`config.mk`:
```
export PLATFORM = sky130hd
export DESIGN_NAME = swd_bit_transfer_engine_top
export DESIGN_NICKNAME = d
export VERILOG_FILES = /design/src/rtl/core/swd_bte_pkg.sv /design/src/rtl/core/swd_bit_transfer_engine_top.sv
export SDC_FILE = /design/constraint.sdc
export NUM_CORES = 1
export LEC_CHECK = 0
export BUFFER_PORTS_ARGS = -buffer_cell sky130_fd_sc_hd__buf_2
export CAP_MARGIN = 5
export CORE_MARGIN = 3
export CORE_UTILIZATION = 39
export CTS_BUF_LIST = sky130_fd_sc_hd__clkbuf_16
export DETAILED_ROUTE_END_ITERATION = 10
export HOLD_SLACK_MARGIN = 0.12
export PLACE_DENSITY_LB_ADDON = 0.15
export SLEW_MARGIN = 30
export SYNTH_ARGS = -nofsm -noshare
export SYNTH_HDL_FRONTEND = slang
export SYNTH_SLANG_ARGS = --single-unit
```
`constraint.sdc`:
```
create_clock -name i_clk -period 9 [get_ports i_clk]
set_input_delay 0 -clock i_clk [delete_from_list [all_inputs] [get_ports i_clk]]
set_output_delay 0 -clock i_clk [all_outputs]
set_load 0.01 [all_outputs]
```
`src/rtl/core/swd_bte_pkg.sv`:
```
// Package for the SWD bit transfer engine: action, acknowledge and status
// codes, sequence lengths and stream widths.
// No dependencies; used by swd_bit_transfer_engine_top.
package swd_bte_pkg;

    // Kinds of input request (carried on tuser)
    parameter logic [1:0] ACT_TICK       = 2'd0;
    parameter logic [1:0] ACT_START_XFER = 2'd1;
    parameter logic [1:0] ACT_START_JSEQ = 2'd2;

    // Acknowledge codes, as received LSB first
    parameter logic [2:0] ACK_OK    = 3'b001;
    parameter logic [2:0] ACK_WAIT  = 3'b010;
    parameter logic [2:0] ACK_FAULT = 3'b100;

    // Transfer status codes
    parameter logic [2:0] ST_OK        = 3'd0;
    parameter logic [2:0] ST_WAIT      = 3'd1;
    parameter logic [2:0] ST_FAULT     = 3'd2;
    parameter logic [2:0] ST_PARITY    = 3'd3;
    parameter logic [2:0] ST_PROTOCOL  = 3'd4;

    // Turnaround length limits
    parameter logic [2:0] TURN_MIN = 3'd1;
    parameter logic [2:0] TURN_MAX = 3'd4;
    parameter logic [2:0] TURN_RST = 3'd1;

    // Bit counter marks (count width 7)
    parameter int unsigned CNT_W = 7;
    parameter logic [CNT_W-1:0] REQ_PARITY  = 7'd5;
    parameter logic [CNT_W-1:0] REQ_STOP    = 7'd6;
    parameter logic [CNT_W-1:0] REQ_LAST    = 7'd7;
    parameter logic [CNT_W-1:0] ACK_LAST    = 7'd2;
    parameter logic [CNT_W-1:0] DATA_BITS   = 7'd32;
    parameter logic [CNT_W-1:0] BACKOFF_LEN = 7'd34;
    parameter logic [CNT_W-1:0] HIGH_RUN    = 7'd51;
    parameter logic [CNT_W-1:0] SWITCH_END  = 7'd67;   // 51 + 16
    parameter logic [CNT_W-1:0] HIGH_END    = 7'd118;  // 2*51 + 16
    parameter logic [CNT_W-1:0] JSEQ_LAST   = 7'd120;  // 2*51 + 16 + 3 - 1

    parameter logic [15:0] SWITCH_WORD = 16'hE79E;

    // Stream widths
    parameter int unsigned IN_DATA_W  = 40;
    parameter int unsigned IN_USER_W  = 2;
    parameter int unsigned OUT_DATA_W = 40;

endpackage

```
`src/rtl/core/swd_bit_transfer_engine_top.sv`:
```
// Top level of the SWD bit transfer engine: host side of a Serial Wire
// Debug link, one line cycle per tick request.
// Depends on swd_bte_pkg.

// Usage
//   Slave stream: one request per SWCLK cycle. tuser carries the action
//   (tick, start transfer, start JTAG-to-SWD switch); tdata carries the
//   request fields, the write word and the sampled SWDIO level.
//   Master stream: one result per tick clocked while busy, giving the
//   level and drive enable for SWDIO; tlast marks a transfer's or
//   sequence's final cycle, where status, ack and read word are valid.
//   Start requests, ticks while idle and starts while busy give no result.
//   Config: i_cfg_wr_en writes the turnaround length (1..4, reset 1);
//   write it only while idle.
// Timing
//   A result is registered when its request is taken. One request is
//   taken every cycle while s_axis_tready is high: the next state is worked
//   out in a single pass from the registered state and the incoming request.
//   A two-entry output stage (output register plus skid register) keeps
//   s_axis_tready registered; it drops only while both entries are full.
// Reset
//   Synchronous, active low: engine idle, both output entries empty,
//   turnaround length back to TURN_RST.
module swd_bit_transfer_engine_top (
    input  logic        i_clk,
    input  logic        i_rst_n,
    // Configuration
    input  logic        i_cfg_wr_en,
    input  logic [2:0]  i_cfg_wr_data,    // turnaround_cycles
    // Request stream
    input  logic        s_axis_tvalid,
    output logic        s_axis_tready,
    // [0] ap_not_dp, [1] read_not_write, [3:2] reg_addr, [35:4] write_data,
    // [36] line_in, [39:37] zero
    input  logic [swd_bte_pkg::IN_DATA_W-1:0] s_axis_tdata,
    // [1:0] action
    input  logic [swd_bte_pkg::IN_USER_W-1:0] s_axis_tuser,
    // Result stream
    output logic        m_axis_tvalid,
    input  logic        m_axis_tready,
    // [0] line_out, [1] drive_enable, [4:2] status, [7:5] ack_bits,
    // [39:8] read_data
    output logic [swd_bte_pkg::OUT_DATA_W-1:0] m_axis_tdata,
    output logic        m_axis_tlast        // last
);

    typedef enum logic [3:0] {
        PH_IDLE,
        PH_REQ,
        PH_TURN1,
        PH_ACK,
        PH_RDATA,
        PH_TURN_END,
        PH_TURN_W,
        PH_WDATA,
        PH_BACKOFF,
        PH_JSEQ
    } t_phase;

    // Engine state
    t_phase      r_phase, n_phase;
    logic [6:0]  r_bit_count, n_bit_count;
    logic [31:0] r_shift_word, n_shift_word;
    logic        r_parity_acc, n_parity_acc;
    logic [2:0]  r_ack_reg, n_ack_reg;
    logic [3:0]  r_request_reg, n_request_reg;
    logic [2:0]  r_turn_cfg;

    // Output stage
    logic        r_out_valid, r_skid_valid;
    logic [39:0] r_out_data, r_skid_data;
    logic        r_out_last, r_skid_last;

    // Request decode
    logic        in_accept;
    logic [1:0]  in_action;
    logic        in_ap_not_dp, in_read_not_write, in_line;
    logic [1:0]  in_reg_addr;
    logic [31:0] in_write_data;

    // Result of this pass
    logic        res_valid;
    logic        res_line, res_de, res_last;
    logic [2:0]  res_status, res_ack;
    logic [31:0] res_rdata;
    logic [39:0] res_data;

    logic [2:0]  turn_len;
    logic [6:0]  cnt_inc;
    logic [6:0]  jseq_idx;
    logic [2:0]  ack_next;
    logic        turn_done;
    logic        out_pop;

    assign in_accept         = s_axis_tvalid && s_axis_tready;
    assign in_action         = s_axis_tuser[1:0];
    assign in_ap_not_dp      = s_axis_tdata[0];
    assign in_read_not_write = s_axis_tdata[1];
    assign in_reg_addr       = s_axis_tdata[3:2];
    assign in_write_data     = s_axis_tdata[35:4];
    assign in_line           = s_axis_tdata[36];

    // Clamp the turnaround length into 1..4
    always_comb begin
        if (r_turn_cfg < swd_bte_pkg::TURN_MIN) begin
            turn_len = swd_bte_pkg::TURN_MIN;
        end else if (r_turn_cfg > swd_bte_pkg::TURN_MAX) begin
            turn_len = swd_bte_pkg::TURN_MAX;
        end else begin
            turn_len = r_turn_cfg;
        end
    end

    assign cnt_inc   = r_bit_count + 7'd1;
    assign turn_done = (cnt_inc >= {4'd0, turn_len});
    assign jseq_idx  = r_bit_count - swd_bte_pkg::HIGH_RUN;

    // Fold the sampled ack bit into place
    always_comb begin
        ack_next = r_ack_reg;
        unique case (r_bit_count[1:0])
            2'd0:    ack_next[0] = r_ack_reg[0] | in_line;
            2'd1:    ack_next[1] = r_ack_reg[1] | in_line;
            2'd2:    ack_next[2] = r_ack_reg[2] | in_line;
            default: ack_next = r_ack_reg;
        endcase
    end

    // Single pass: next state and result from the state and the request
    always_comb begin
        n_phase       = r_phase;
        n_bit_count   = r_bit_count;
        n_shift_word  = r_shift_word;
        n_parity_acc  = r_parity_acc;
        n_ack_reg     = r_ack_reg;
        n_request_reg = r_request_reg;
        res_valid     = 1'b0;
        res_line      = 1'b0;
        res_de        = 1'b0;
        res_last      = 1'b0;
        res_status    = swd_bte_pkg::ST_OK;
        res_ack       = 3'd0;
        res_rdata     = 32'd0;

        if (in_action == swd_bte_pkg::ACT_START_XFER
            || in_action == swd_bte_pkg::ACT_START_JSEQ) begin
            // Latch a new transfer or sequence; busy starts are dropped
            if (r_phase == PH_IDLE) begin
                n_bit_count  = 7'd0;
                n_parity_acc = 1'b0;
                if (in_action == swd_bte_pkg::ACT_START_XFER) begin
                    n_request_reg = {in_reg_addr, in_read_not_write, in_ap_not_dp};
                    n_shift_word  = in_write_data;
                    n_ack_reg     = 3'd0;
                    n_phase       = PH_REQ;
                end else begin
                    n_phase = PH_JSEQ;
                end
            end
        end else if (in_action == swd_bte_pkg::ACT_TICK && r_phase != PH_IDLE) begin
            res_valid   = 1'b1;
            n_bit_count = cnt_inc;
            unique case (r_phase)
                PH_REQ: begin
                    res_de = 1'b1;
                    if (r_bit_count == 7'd0) begin
                        res_line = 1'b1;
                    end else if (r_bit_count < swd_bte_pkg::REQ_PARITY) begin
                        res_line = r_request_reg[r_bit_count[1:0] - 2'd1];
                    end else if (r_bit_count == swd_bte_pkg::REQ_PARITY) begin
                        res_line = ^r_request_reg;
                    end else if (r_bit_count == swd_bte_pkg::REQ_STOP) begin
                        res_line = 1'b0;
                    end else begin
                        res_line = 1'b1;
                    end
                    if (r_bit_count >= swd_bte_pkg::REQ_LAST) begin
                        n_phase     = PH_TURN1;
                        n_bit_count = 7'd0;
                    end
                end
                PH_TURN1: begin
                    if (turn_done) begin
                        n_phase     = PH_ACK;
                        n_bit_count = 7'd0;
                    end
                end
                PH_ACK: begin
                    n_ack_reg = ack_next;
                    if (r_bit_count >= swd_bte_pkg::ACK_LAST) begin
                        n_bit_count = 7'd0;
                        if (ack_next == swd_bte_pkg::ACK_OK) begin
                            if (r_request_reg[1]) begin
                                n_phase      = PH_RDATA;
                                n_shift_word = 32'd0;
                                n_parity_acc = 1'b0;
                            end else begin
                                n_phase = PH_TURN_W;
                            end
                        end else if (ack_next == swd_bte_pkg::ACK_WAIT
                                     || ack_next == swd_bte_pkg::ACK_FAULT) begin
                            n_phase = PH_TURN_END;
                        end else begin
                            n_phase = PH_BACKOFF;
                        end
                    end
                end
                PH_RDATA: begin
                    n_parity_acc = r_parity_acc ^ in_line;
                    if (r_bit_count < swd_bte_pkg::DATA_BITS) begin
                        n_shift_word = {in_line, r_shift_word[31:1]};
                    end else begin
                        n_phase     = PH_TURN_END;
                        n_bit_count = 7'd0;
                    end
                end
                PH_TURN_END: begin
                    if (turn_done) begin
                        res_last = 1'b1;
                        res_ack  = r_ack_reg;
                        if (r_ack_reg == swd_bte_pkg::ACK_OK) begin
                            res_status = r_parity_acc ? swd_bte_pkg::ST_PARITY
                                                      : swd_bte_pkg::ST_OK;
                            if (r_request_reg[1]) begin
                                res_rdata = r_shift_word;
                            end
                        end else if (r_ack_reg == swd_bte_pkg::ACK_WAIT) begin
                            res_status = swd_bte_pkg::ST_WAIT;
                        end else begin
                            res_status = swd_bte_pkg::ST_FAULT;
                        end
                    end
                end
                PH_TURN_W: begin
                    if (turn_done) begin
                        n_phase      = PH_WDATA;
                        n_bit_count  = 7'd0;
                        n_parity_acc = 1'b0;
                    end
                end
                PH_WDATA: begin
                    res_de = 1'b1;
                    if (r_bit_count < swd_bte_pkg::DATA_BITS) begin
                        res_line     = r_shift_word[0];
                        n_parity_acc = r_parity_acc ^ r_shift_word[0];
                        n_shift_word = {1'b0, r_shift_word[31:1]};
                    end else begin
                        res_line = r_parity_acc;
                        res_last = 1'b1;
                        res_ack  = r_ack_reg;
                    end
                end
                PH_BACKOFF: begin
                    if (cnt_inc >= swd_bte_pkg::BACKOFF_LEN) begin
                        res_last   = 1'b1;
                        res_status = swd_bte_pkg::ST_PROTOCOL;
                        res_ack    = r_ack_reg;
                    end
                end
                PH_JSEQ: begin
                    res_de = 1'b1;
                    if (r_bit_count < swd_bte_pkg::HIGH_RUN) begin
                        res_line = 1'b1;
                    end else if (r_bit_count < swd_bte_pkg::SWITCH_END) begin
                        res_line = swd_bte_pkg::SWITCH_WORD[jseq_idx[3:0]];
                    end else if (r_bit_count < swd_bte_pkg::HIGH_END) begin
                        res_line = 1'b1;
                    end else begin
                        res_line = 1'b0;
                    end
                    if (r_bit_count >= swd_bte_pkg::JSEQ_LAST) begin
                        res_last = 1'b1;
                    end
                end
                default: begin
                    res_valid = 1'b0;
                end
            endcase
            // Any end returns the engine to idle
            if (res_last) begin
                n_phase     = PH_IDLE;
                n_bit_count = 7'd0;
            end
        end
    end

    assign res_data = {res_rdata, res_ack, res_status, res_de, res_line};

    // Engine state registers
    always_ff @(posedge i_clk) begin
        if (!i_rst_n) begin
            r_phase     <= PH_IDLE;
            r_bit_count <= 7'd0;
            r_turn_cfg  <= swd_bte_pkg::TURN_RST;
        end else begin
            if (i_cfg_wr_en) begin
                r_turn_cfg <= i_cfg_wr_data;
            end
            if (in_accept) begin
                r_phase     <= n_phase;
                r_bit_count <= n_bit_count;
            end
        end
    end

    always_ff @(posedge i_clk) begin
        if (in_accept) begin
            r_shift_word  <= n_shift_word;
            r_parity_acc  <= n_parity_acc;
            r_ack_reg     <= n_ack_reg;
            r_request_reg <= n_request_reg;
        end
    end

    // Output register plus skid register; hold the skid entry until the
    // output register drains
    assign out_pop       = r_out_valid && m_axis_tready;
    assign s_axis_tready = !r_skid_valid;

    always_ff @(posedge i_clk) begin
        if (!i_rst_n) begin
            r_out_valid  <= 1'b0;
            r_skid_valid <= 1'b0;
        end else if (r_skid_valid) begin
            if (out_pop) begin
                r_out_valid  <= 1'b1;
                r_skid_valid <= 1'b0;
            end
        end else if (in_accept && res_valid) begin
            if (!r_out_valid || out_pop) begin
                r_out_valid <= 1'b1;
            end else begin
                r_skid_valid <= 1'b1;
            end
        end else if (out_pop) begin
            r_out_valid <= 1'b0;
        end
    end

    always_ff @(posedge i_clk) begin
        if (r_skid_valid) begin
            if (out_pop) begin
                r_out_data <= r_skid_data;
                r_out_last <= r_skid_last;
            end
        end else if (in_accept && res_valid) begin
            if (!r_out_valid || out_pop) begin
                r_out_data <= res_data;
                r_out_last <= res_last;
            end else begin
                r_skid_data <= res_data;
                r_skid_last <= res_last;
            end
        end
    end

    assign m_axis_tvalid = r_out_valid;
    assign m_axis_tdata  = r_out_data;
    assign m_axis_tlast  = r_out_last;

    // Checks
    // The skid entry is only ever filled behind a full output register
    a_skid_behind_out: assert property (@(posedge i_clk) disable iff (!i_rst_n)
        r_skid_valid |-> r_out_valid)
        else $error("skid entry valid with empty output register");

    // Idle engine carries a cleared bit counter
    a_idle_count: assert property (@(posedge i_clk) disable iff (!i_rst_n)
        (r_phase == PH_IDLE) |-> (r_bit_count == 7'd0))
        else $error("bit counter not cleared in idle");

    // A transfer start taken while idle moves into the request phase
    a_start_xfer: assert property (@(posedge i_clk) disable iff (!i_rst_n)
        (in_accept && in_action == swd_bte_pkg::ACT_START_XFER && r_phase == PH_IDLE)
        |=> (r_phase == PH_REQ))
        else $error("transfer start did not enter request phase");

    // A final-cycle result always sends the engine back to idle
    a_last_idles: assert property (@(posedge i_clk) disable iff (!i_rst_n)
        (in_accept && res_valid && res_last) |=> (r_phase == PH_IDLE))
        else $error("engine not idle after final cycle");

endmodule

```
=== Word-level counts from Yosys, hierarchy flattened ===
Memory sizes are Yosys's and may differ from the RTL's.
Index checks and enable logic that the tools add are counted.

* Mux-type cells: 118
* Bitwise gates (word level): 7
* Add/sub/neg operators: 3
* Equal/unequal tests: 35
* Reduce and logical (&&, ||, !) cells: 35
* Magnitude comparators: 14

{| class="wikitable"
|+ Operator list
! operator !! count
|-
| 32-bit two-way mux || 15
|-
| 40-bit two-way mux || 4
|-
| 32-bit case mux with 3 select lines || 1
|-
| 7-bit two-way mux || 8
|-
| 1-bit two-way mux || 50
|-
| 4-bit two-way mux || 12
|-
| 3-bit two-way mux || 15
|-
| 7-bit case mux with 4 select lines || 1
|-
| 4-bit != test, second input constant || 5
|-
| 4-bit case mux with 5 select lines || 1
|-
| 3-bit != test, second input constant || 6
|-
| 9-bit AND reduction || 2
|-
| 4-bit by 3-bit == test with 1-bit output, second input constant || 4
|-
| 7-bit by 3-bit == test with 1-bit output, second input constant || 2
|-
| 7-bit by 6-bit < comparator with 1-bit output, second input constant || 2
|-
| 7-bit < comparator, second input constant || 2
|-
| 3-bit AND reduction || 4
|-
| 2-bit two-way mux || 5
|-
| 10-bit AND reduction || 1
|-
| 2-bit nonzero test || 5
|-
| 3-bit case mux with 3 select lines || 1
|-
| 9-bit OR reduction || 1
|-
| 4-bit by 2-bit == test with 1-bit output, second input constant || 2
|-
| 4-bit == test, second input constant || 2
|-
| 43 further kinds || 61
|}

* Memory bits (read-only): 16
* Memories kept: 1
* Input bits: 50
* Flip-flop bits (word level): 138
* Output and inout port bits: 43

{| class="wikitable"
|+ Memories
! memory !! words !! bits a word !! rd ports !! clocked after memory_dff !! write ports !! RTL line !! RTL
|-
| (name not given) || 16 || 1 || 1 || 0 || 0 || swd_bit_transfer_engine_top.sv:265 || <nowiki>res_line = swd_bte_pkg::SWITCH_WORD[jseq_idx[3:0]];</nowiki>
|}

=== Depth between registers and ports, before layout ===
* Depth in word-level cells: 13
* Gate-level depth with buffers: 12

=== Worst setup path before layout ===
Ideal clock, no wire load.

* Path kind: register to register
* Start: reg r_bit_count[0]
* End: reg r_shift_word[0], enable pin
* Library setup time: 0.502 ns
* Path slack: 3.820 ns
* Arrival: 4.679 ns
* Cell stages (with the launch flop): 8
* Required time: 8.498 ns
* Period minus slack after synthesis: 5.180 ns
* Cells stage by stage: dfxtp_1 > inv_1 > ha_1 > o21ai_0 > nand3b_1 > o21ai_0 > a21oi_1 > nor4_1

* Longest elaborated chain between the ends: 5

{| class="wikitable"
|+ RTL lines
! what !! RTL line !! RTL
|-
| start, declared || swd_bit_transfer_engine_top.sv:62 || <nowiki>logic [6:0] r_bit_count, n_bit_count;</nowiki>
|-
| start signal, assigned || swd_bit_transfer_engine_top.sv:301 || <nowiki>r_bit_count <= n_bit_count;</nowiki>
|-
| branches (longest 4 deep; another with 7-bit by 6-bit < comparator with 1-bit output) || -- ||
|-
| 10-bit AND reduction (no line) * || -- ||
|-
| end signal, assigned || swd_bit_transfer_engine_top.sv:308 || <nowiki>r_shift_word <= n_shift_word;</nowiki>
|-
| end, declared || swd_bit_transfer_engine_top.sv:63 || <nowiki>logic [31:0] r_shift_word, n_shift_word;</nowiki>
|}

Every way passes the cells marked *.
A chain may end at the register's enable or synchronous reset.

=== Worst setup path in the final report ===
* Start: reg r_bit_count[0]
* End: reg r_out_data[6] (netlist: m_axis_tdata[6]) (data pin)

* Longest elaborated chain between the ends: 9

{| class="wikitable"
|+ RTL lines
! what !! RTL line !! RTL
|-
| 7-bit by 1-bit adder with 7-bit output || swd_bit_transfer_engine_top.sv:114 || <nowiki>assign cnt_inc = r_bit_count + 7'd1;</nowiki>
|-
| 7-bit by 6-bit greater-or-equal comparator with 1-bit output or 7-bit by 3-bit greater-or-equal comparator with 1-bit output (tied branches) || swd_bit_transfer_engine_top.sv:254, swd_bit_transfer_engine_top.sv:115 ||
|-
| 3-bit two-way mux (on tied branches) || swd_bit_transfer_engine_top.sv:254, swd_bit_transfer_engine_top.sv:218 ||
|-
| 3-bit case mux with 3 select lines * || swd_bit_transfer_engine_top.sv:163 || <nowiki>unique case (r_phase)</nowiki>
|-
| 3-bit two-way mux * || swd_bit_transfer_engine_top.sv:160 || <nowiki>end else if (in_action == swd_bte_pkg::ACT_TICK && r_phase != PH_IDLE) begin</nowiki>
|-
| 3-bit two-way mux * || swd_bit_transfer_engine_top.sv:145 || <nowiki>if (in_action == swd_bte_pkg::ACT_START_XFER</nowiki>
|-
| via res_ack[1] || swd_bit_transfer_engine_top.sv:84 || <nowiki>logic [2:0] res_status, res_ack;</nowiki>
|-
| 40-bit two-way mux * || swd_bit_transfer_engine_top.sv:347 || <nowiki>if (!r_out_valid || out_pop) begin</nowiki>
|-
| 40-bit two-way mux * || swd_bit_transfer_engine_top.sv:346 || <nowiki>end else if (in_accept && res_valid) begin</nowiki>
|-
| 40-bit two-way mux * || swd_bit_transfer_engine_top.sv:341 || <nowiki>if (r_skid_valid) begin</nowiki>
|-
| end signal, assigned || swd_bit_transfer_engine_top.sv:343 || <nowiki>r_out_data <= r_skid_data;</nowiki>
|-
| end signal, assigned || swd_bit_transfer_engine_top.sv:348 || <nowiki>r_out_data <= res_data;</nowiki>
|-
| end, declared || swd_bit_transfer_engine_top.sv:71 || <nowiki>logic [39:0] r_out_data, r_skid_data;</nowiki>
|}

The timed path passes the listed nets; every way through them passes the cells marked *. The select of a mux whose other input is x is not followed.

==> out/qor.csv <==
metric;value;unit
cts-buffers-inserted;17;
start_util;40.1;%
hold_viol_final;0;
cts_root_buffer;clkbuf_16;
clkSlewWorstSetupHoldPaths;0.06;ns
slew_headroom;50.2;%
antenna_cells;0;
totalWireLength;15.9;mm
grt_pass1_wl;24.9;mm
synthCells;524;
grt_max_degree;43;
clock-sinks;138;
nets;719;
drc;0;
drive_above_1_share;30.5;%
cts_resized;0;
gr-total-overflow;0;
vdd_drop_max;0.139;mV
status;finished, final reports clean;
antenna_found_initial;0;
reg2reg_slack;5.12;ns
place_ws;5.24;ns
path_max_fanout;11;
yosys-top-cells-area;edfxtp_1 (55%), mux2_2 (5.7%), dfxtp_1 (4.8%);
drtPass1Iterations;5;
rows;47;
power.density_cell_area;197;mW/mm²
ys_seq_elements;138;
min_path_type;in2reg;
worstSetupPathType;reg2reg;
area_growth;26.3;%
htreeDepth;4;
synth_edf_count;122;
synthArstFlopShare;0;%
vias;4760;
dieArea;0.0187;mm²
vias_per_cell;5.35;
postRouteAntennaNets;0;
p_leak;3.10;nW
syn_nets;586;
tightest_slew;0.748;ns
syn-cell-area;0.00667;mm²
place.detailed.hpwl;9.80;mm
fin_tns_setup;0;ns
critPathArrivalTime;4.05;ns
dieHeight;137;µm
slew_violations;0;
endpoint_kind;flop;
ys_types;66;
avgSynthCellArea;12.7;µm²
coreArea;0.0166;mm²
period_share;43.1;%
clk_latency;0.42;ns
portBuffers;89;
timing.fmax;0.258;GHz
track_usage;17.4;%
pin_count;93;
finClkSkew;0.0118;ns
setup_ws;5.12;ns
tritoncts;done;
gp_congestion;0.852;
ys_seq_area_share;59.8;%
cts_max_path_buffers;2;
yosys_warnings;0;
grt_pass1_vias;4705;
die_w;137;µm
crit_path_start_kind;flop;
synth_top_cell_area_share;55.0;%
finalCriticalPeriod;3.88;ns
drtIter0Drc;320;
setup_violations;0;
drv_cap;0;
routedWlPerCell;17.8;µm
ys.flop_type;edfxtp_1;
yosysTopAreaCell;edfxtp_1;
rsz0062_at_grt;false;
worstPathRequired;9.17;ns
## worst paths after layout
check | cells after the start | endpoint | startpoint
worst max-delay path | 10 | m_axis_tdata[6]$_DFFE_PP_ | r_bit_count[0]$_SDFFE_PN0P_
worst min-delay path | 4 | r_shift_word[31]$_DFFE_PP_ | s_axis_tuser[1]
worst max register to register | 10 | m_axis_tdata[6]$_DFFE_PP_ | r_bit_count[0]$_SDFFE_PN0P_
worst min register to register | 1 | m_axis_tdata[20]$_DFFE_PP_ | r_skid_data[20]$_DFFE_PP_
## placed cells by master, fill, tap and decap left out, types with 5 or more instances in the layout
cell type      count
a211oi_1           7
nand3_1           11
and2_1             6
dfxtp_1           16
mux2_2            34
and2_4            30
nor2b_1            7
a22o_1            31
nand2_1           36
nor2_1            30
nor3_1             5
clkbuf_16         17
nand2b_1           6
a21oi_1           22
o21ai_0           18
edfxtp_1         122
ha_1              12
buf_2             89
inv_1             16
mux2i_1            7
xnor2_1            5
buf_4              6
dlygate4sd3_1     49
## cells by family (layout without fill, tap and decap cells)
| family | count (synthesis) | after routing | synth area share, % |
|---|---|---|---|
| AO/OA/AOI/OAI | 119 | 119 | 12.8 |
| adder cells (fa/ha/maj) | 12 | 12 | 2.25 |
| XOR/XNOR | 9 | 9 | 1.18 |
| AND/OR/NAND/NOR | 157 | 157 | 13.8 |
| multiplexers | 44 | 44 | 7.30 |
| buffers and inverters | 45 | 190 | 2.95 |
| flip-flops | 138 | 138 | 59.8 |
## per-layer routing
layer  GRT usage, %  up-vias  wire length (µm)
met3           4.12       18               726
li1               -     2240                 -
met1           23.6     2364              7340
met4           6.05        0               203
met2           27.6      138              7590
met5              0        -                 0
## through the flow
step	hold WS (ns)	power, mW	cells	util [%]	instance area (µm²)
after floorplan	0.0989	0.866	524	-	6670
final	0.260	1.66	889	50.6	8420
after CTS	0.237	1.68	889	50.6	8420
after global placement	0.177	0.925	809	44.0	7320
after global routing	0.259	1.73	889	50.6	8420
after detailed placement	0.178	0.926	809	44.0	7330
## what timing repair did
action                                 in CTS  in global routing
endpoints found under the hold margin      55                  0
hold buffers                               49                  0
setup buffers                               0                  0
## Yosys cell counts (all sizes together), types with 3 or more instances
| master | count |
|---|---|
| nor3 | 6 |
| xor2 | 4 |
| ha | 12 |
| o31ai | 4 |
| xnor2 | 5 |
| a31o | 3 |
| a21oi | 23 |
| nand2 | 36 |
| a22o | 31 |
| a22oi | 3 |
| o21a | 4 |
| a21o | 4 |
| o21ai | 19 |
| inv | 15 |
| nor2 | 30 |
| edfxtp | 122 |
| buf | 8 |
| mux2 | 37 |
| clkbuf | 22 |
| a211oi | 8 |
| or3 | 4 |
| and2 | 38 |
| nand4 | 3 |
| nand3 | 12 |
| mux2i | 7 |
| nor4 | 4 |
| nand2b | 6 |
| dfxtp | 16 |
| nor2b | 7 |
## report_power, final
part	switching [mW]	total (mW)	internal, mW
sequential	0.0256	0.745	0.720
clock	0.267	0.725	0.459
combinational	0.109	0.188	0.0797
## critical path: stages (launching register included)
cell,delay (ns)
dfxtp_1,0.61
inv_1,0.22
ha_1,0.47
ha_1,0.26
or3b_2,0.43
a21oi_1,0.28
o311ai_0,0.28
o21ai_1,0.35
a21oi_1,0.20
and2_1,0.24
mux2_2,0.27
## final cells by class
cell class,count,area (µm²)
flip-flops and latches,138,3980
repair buffers,144,981
clock buffers,17,425
clock inverters,14,179
inverters,15,56.3
well taps,220,275
fillers,1448,8220
multi-input cells,341,2520
Note: power is estimated with default switching activity, not from simulation.
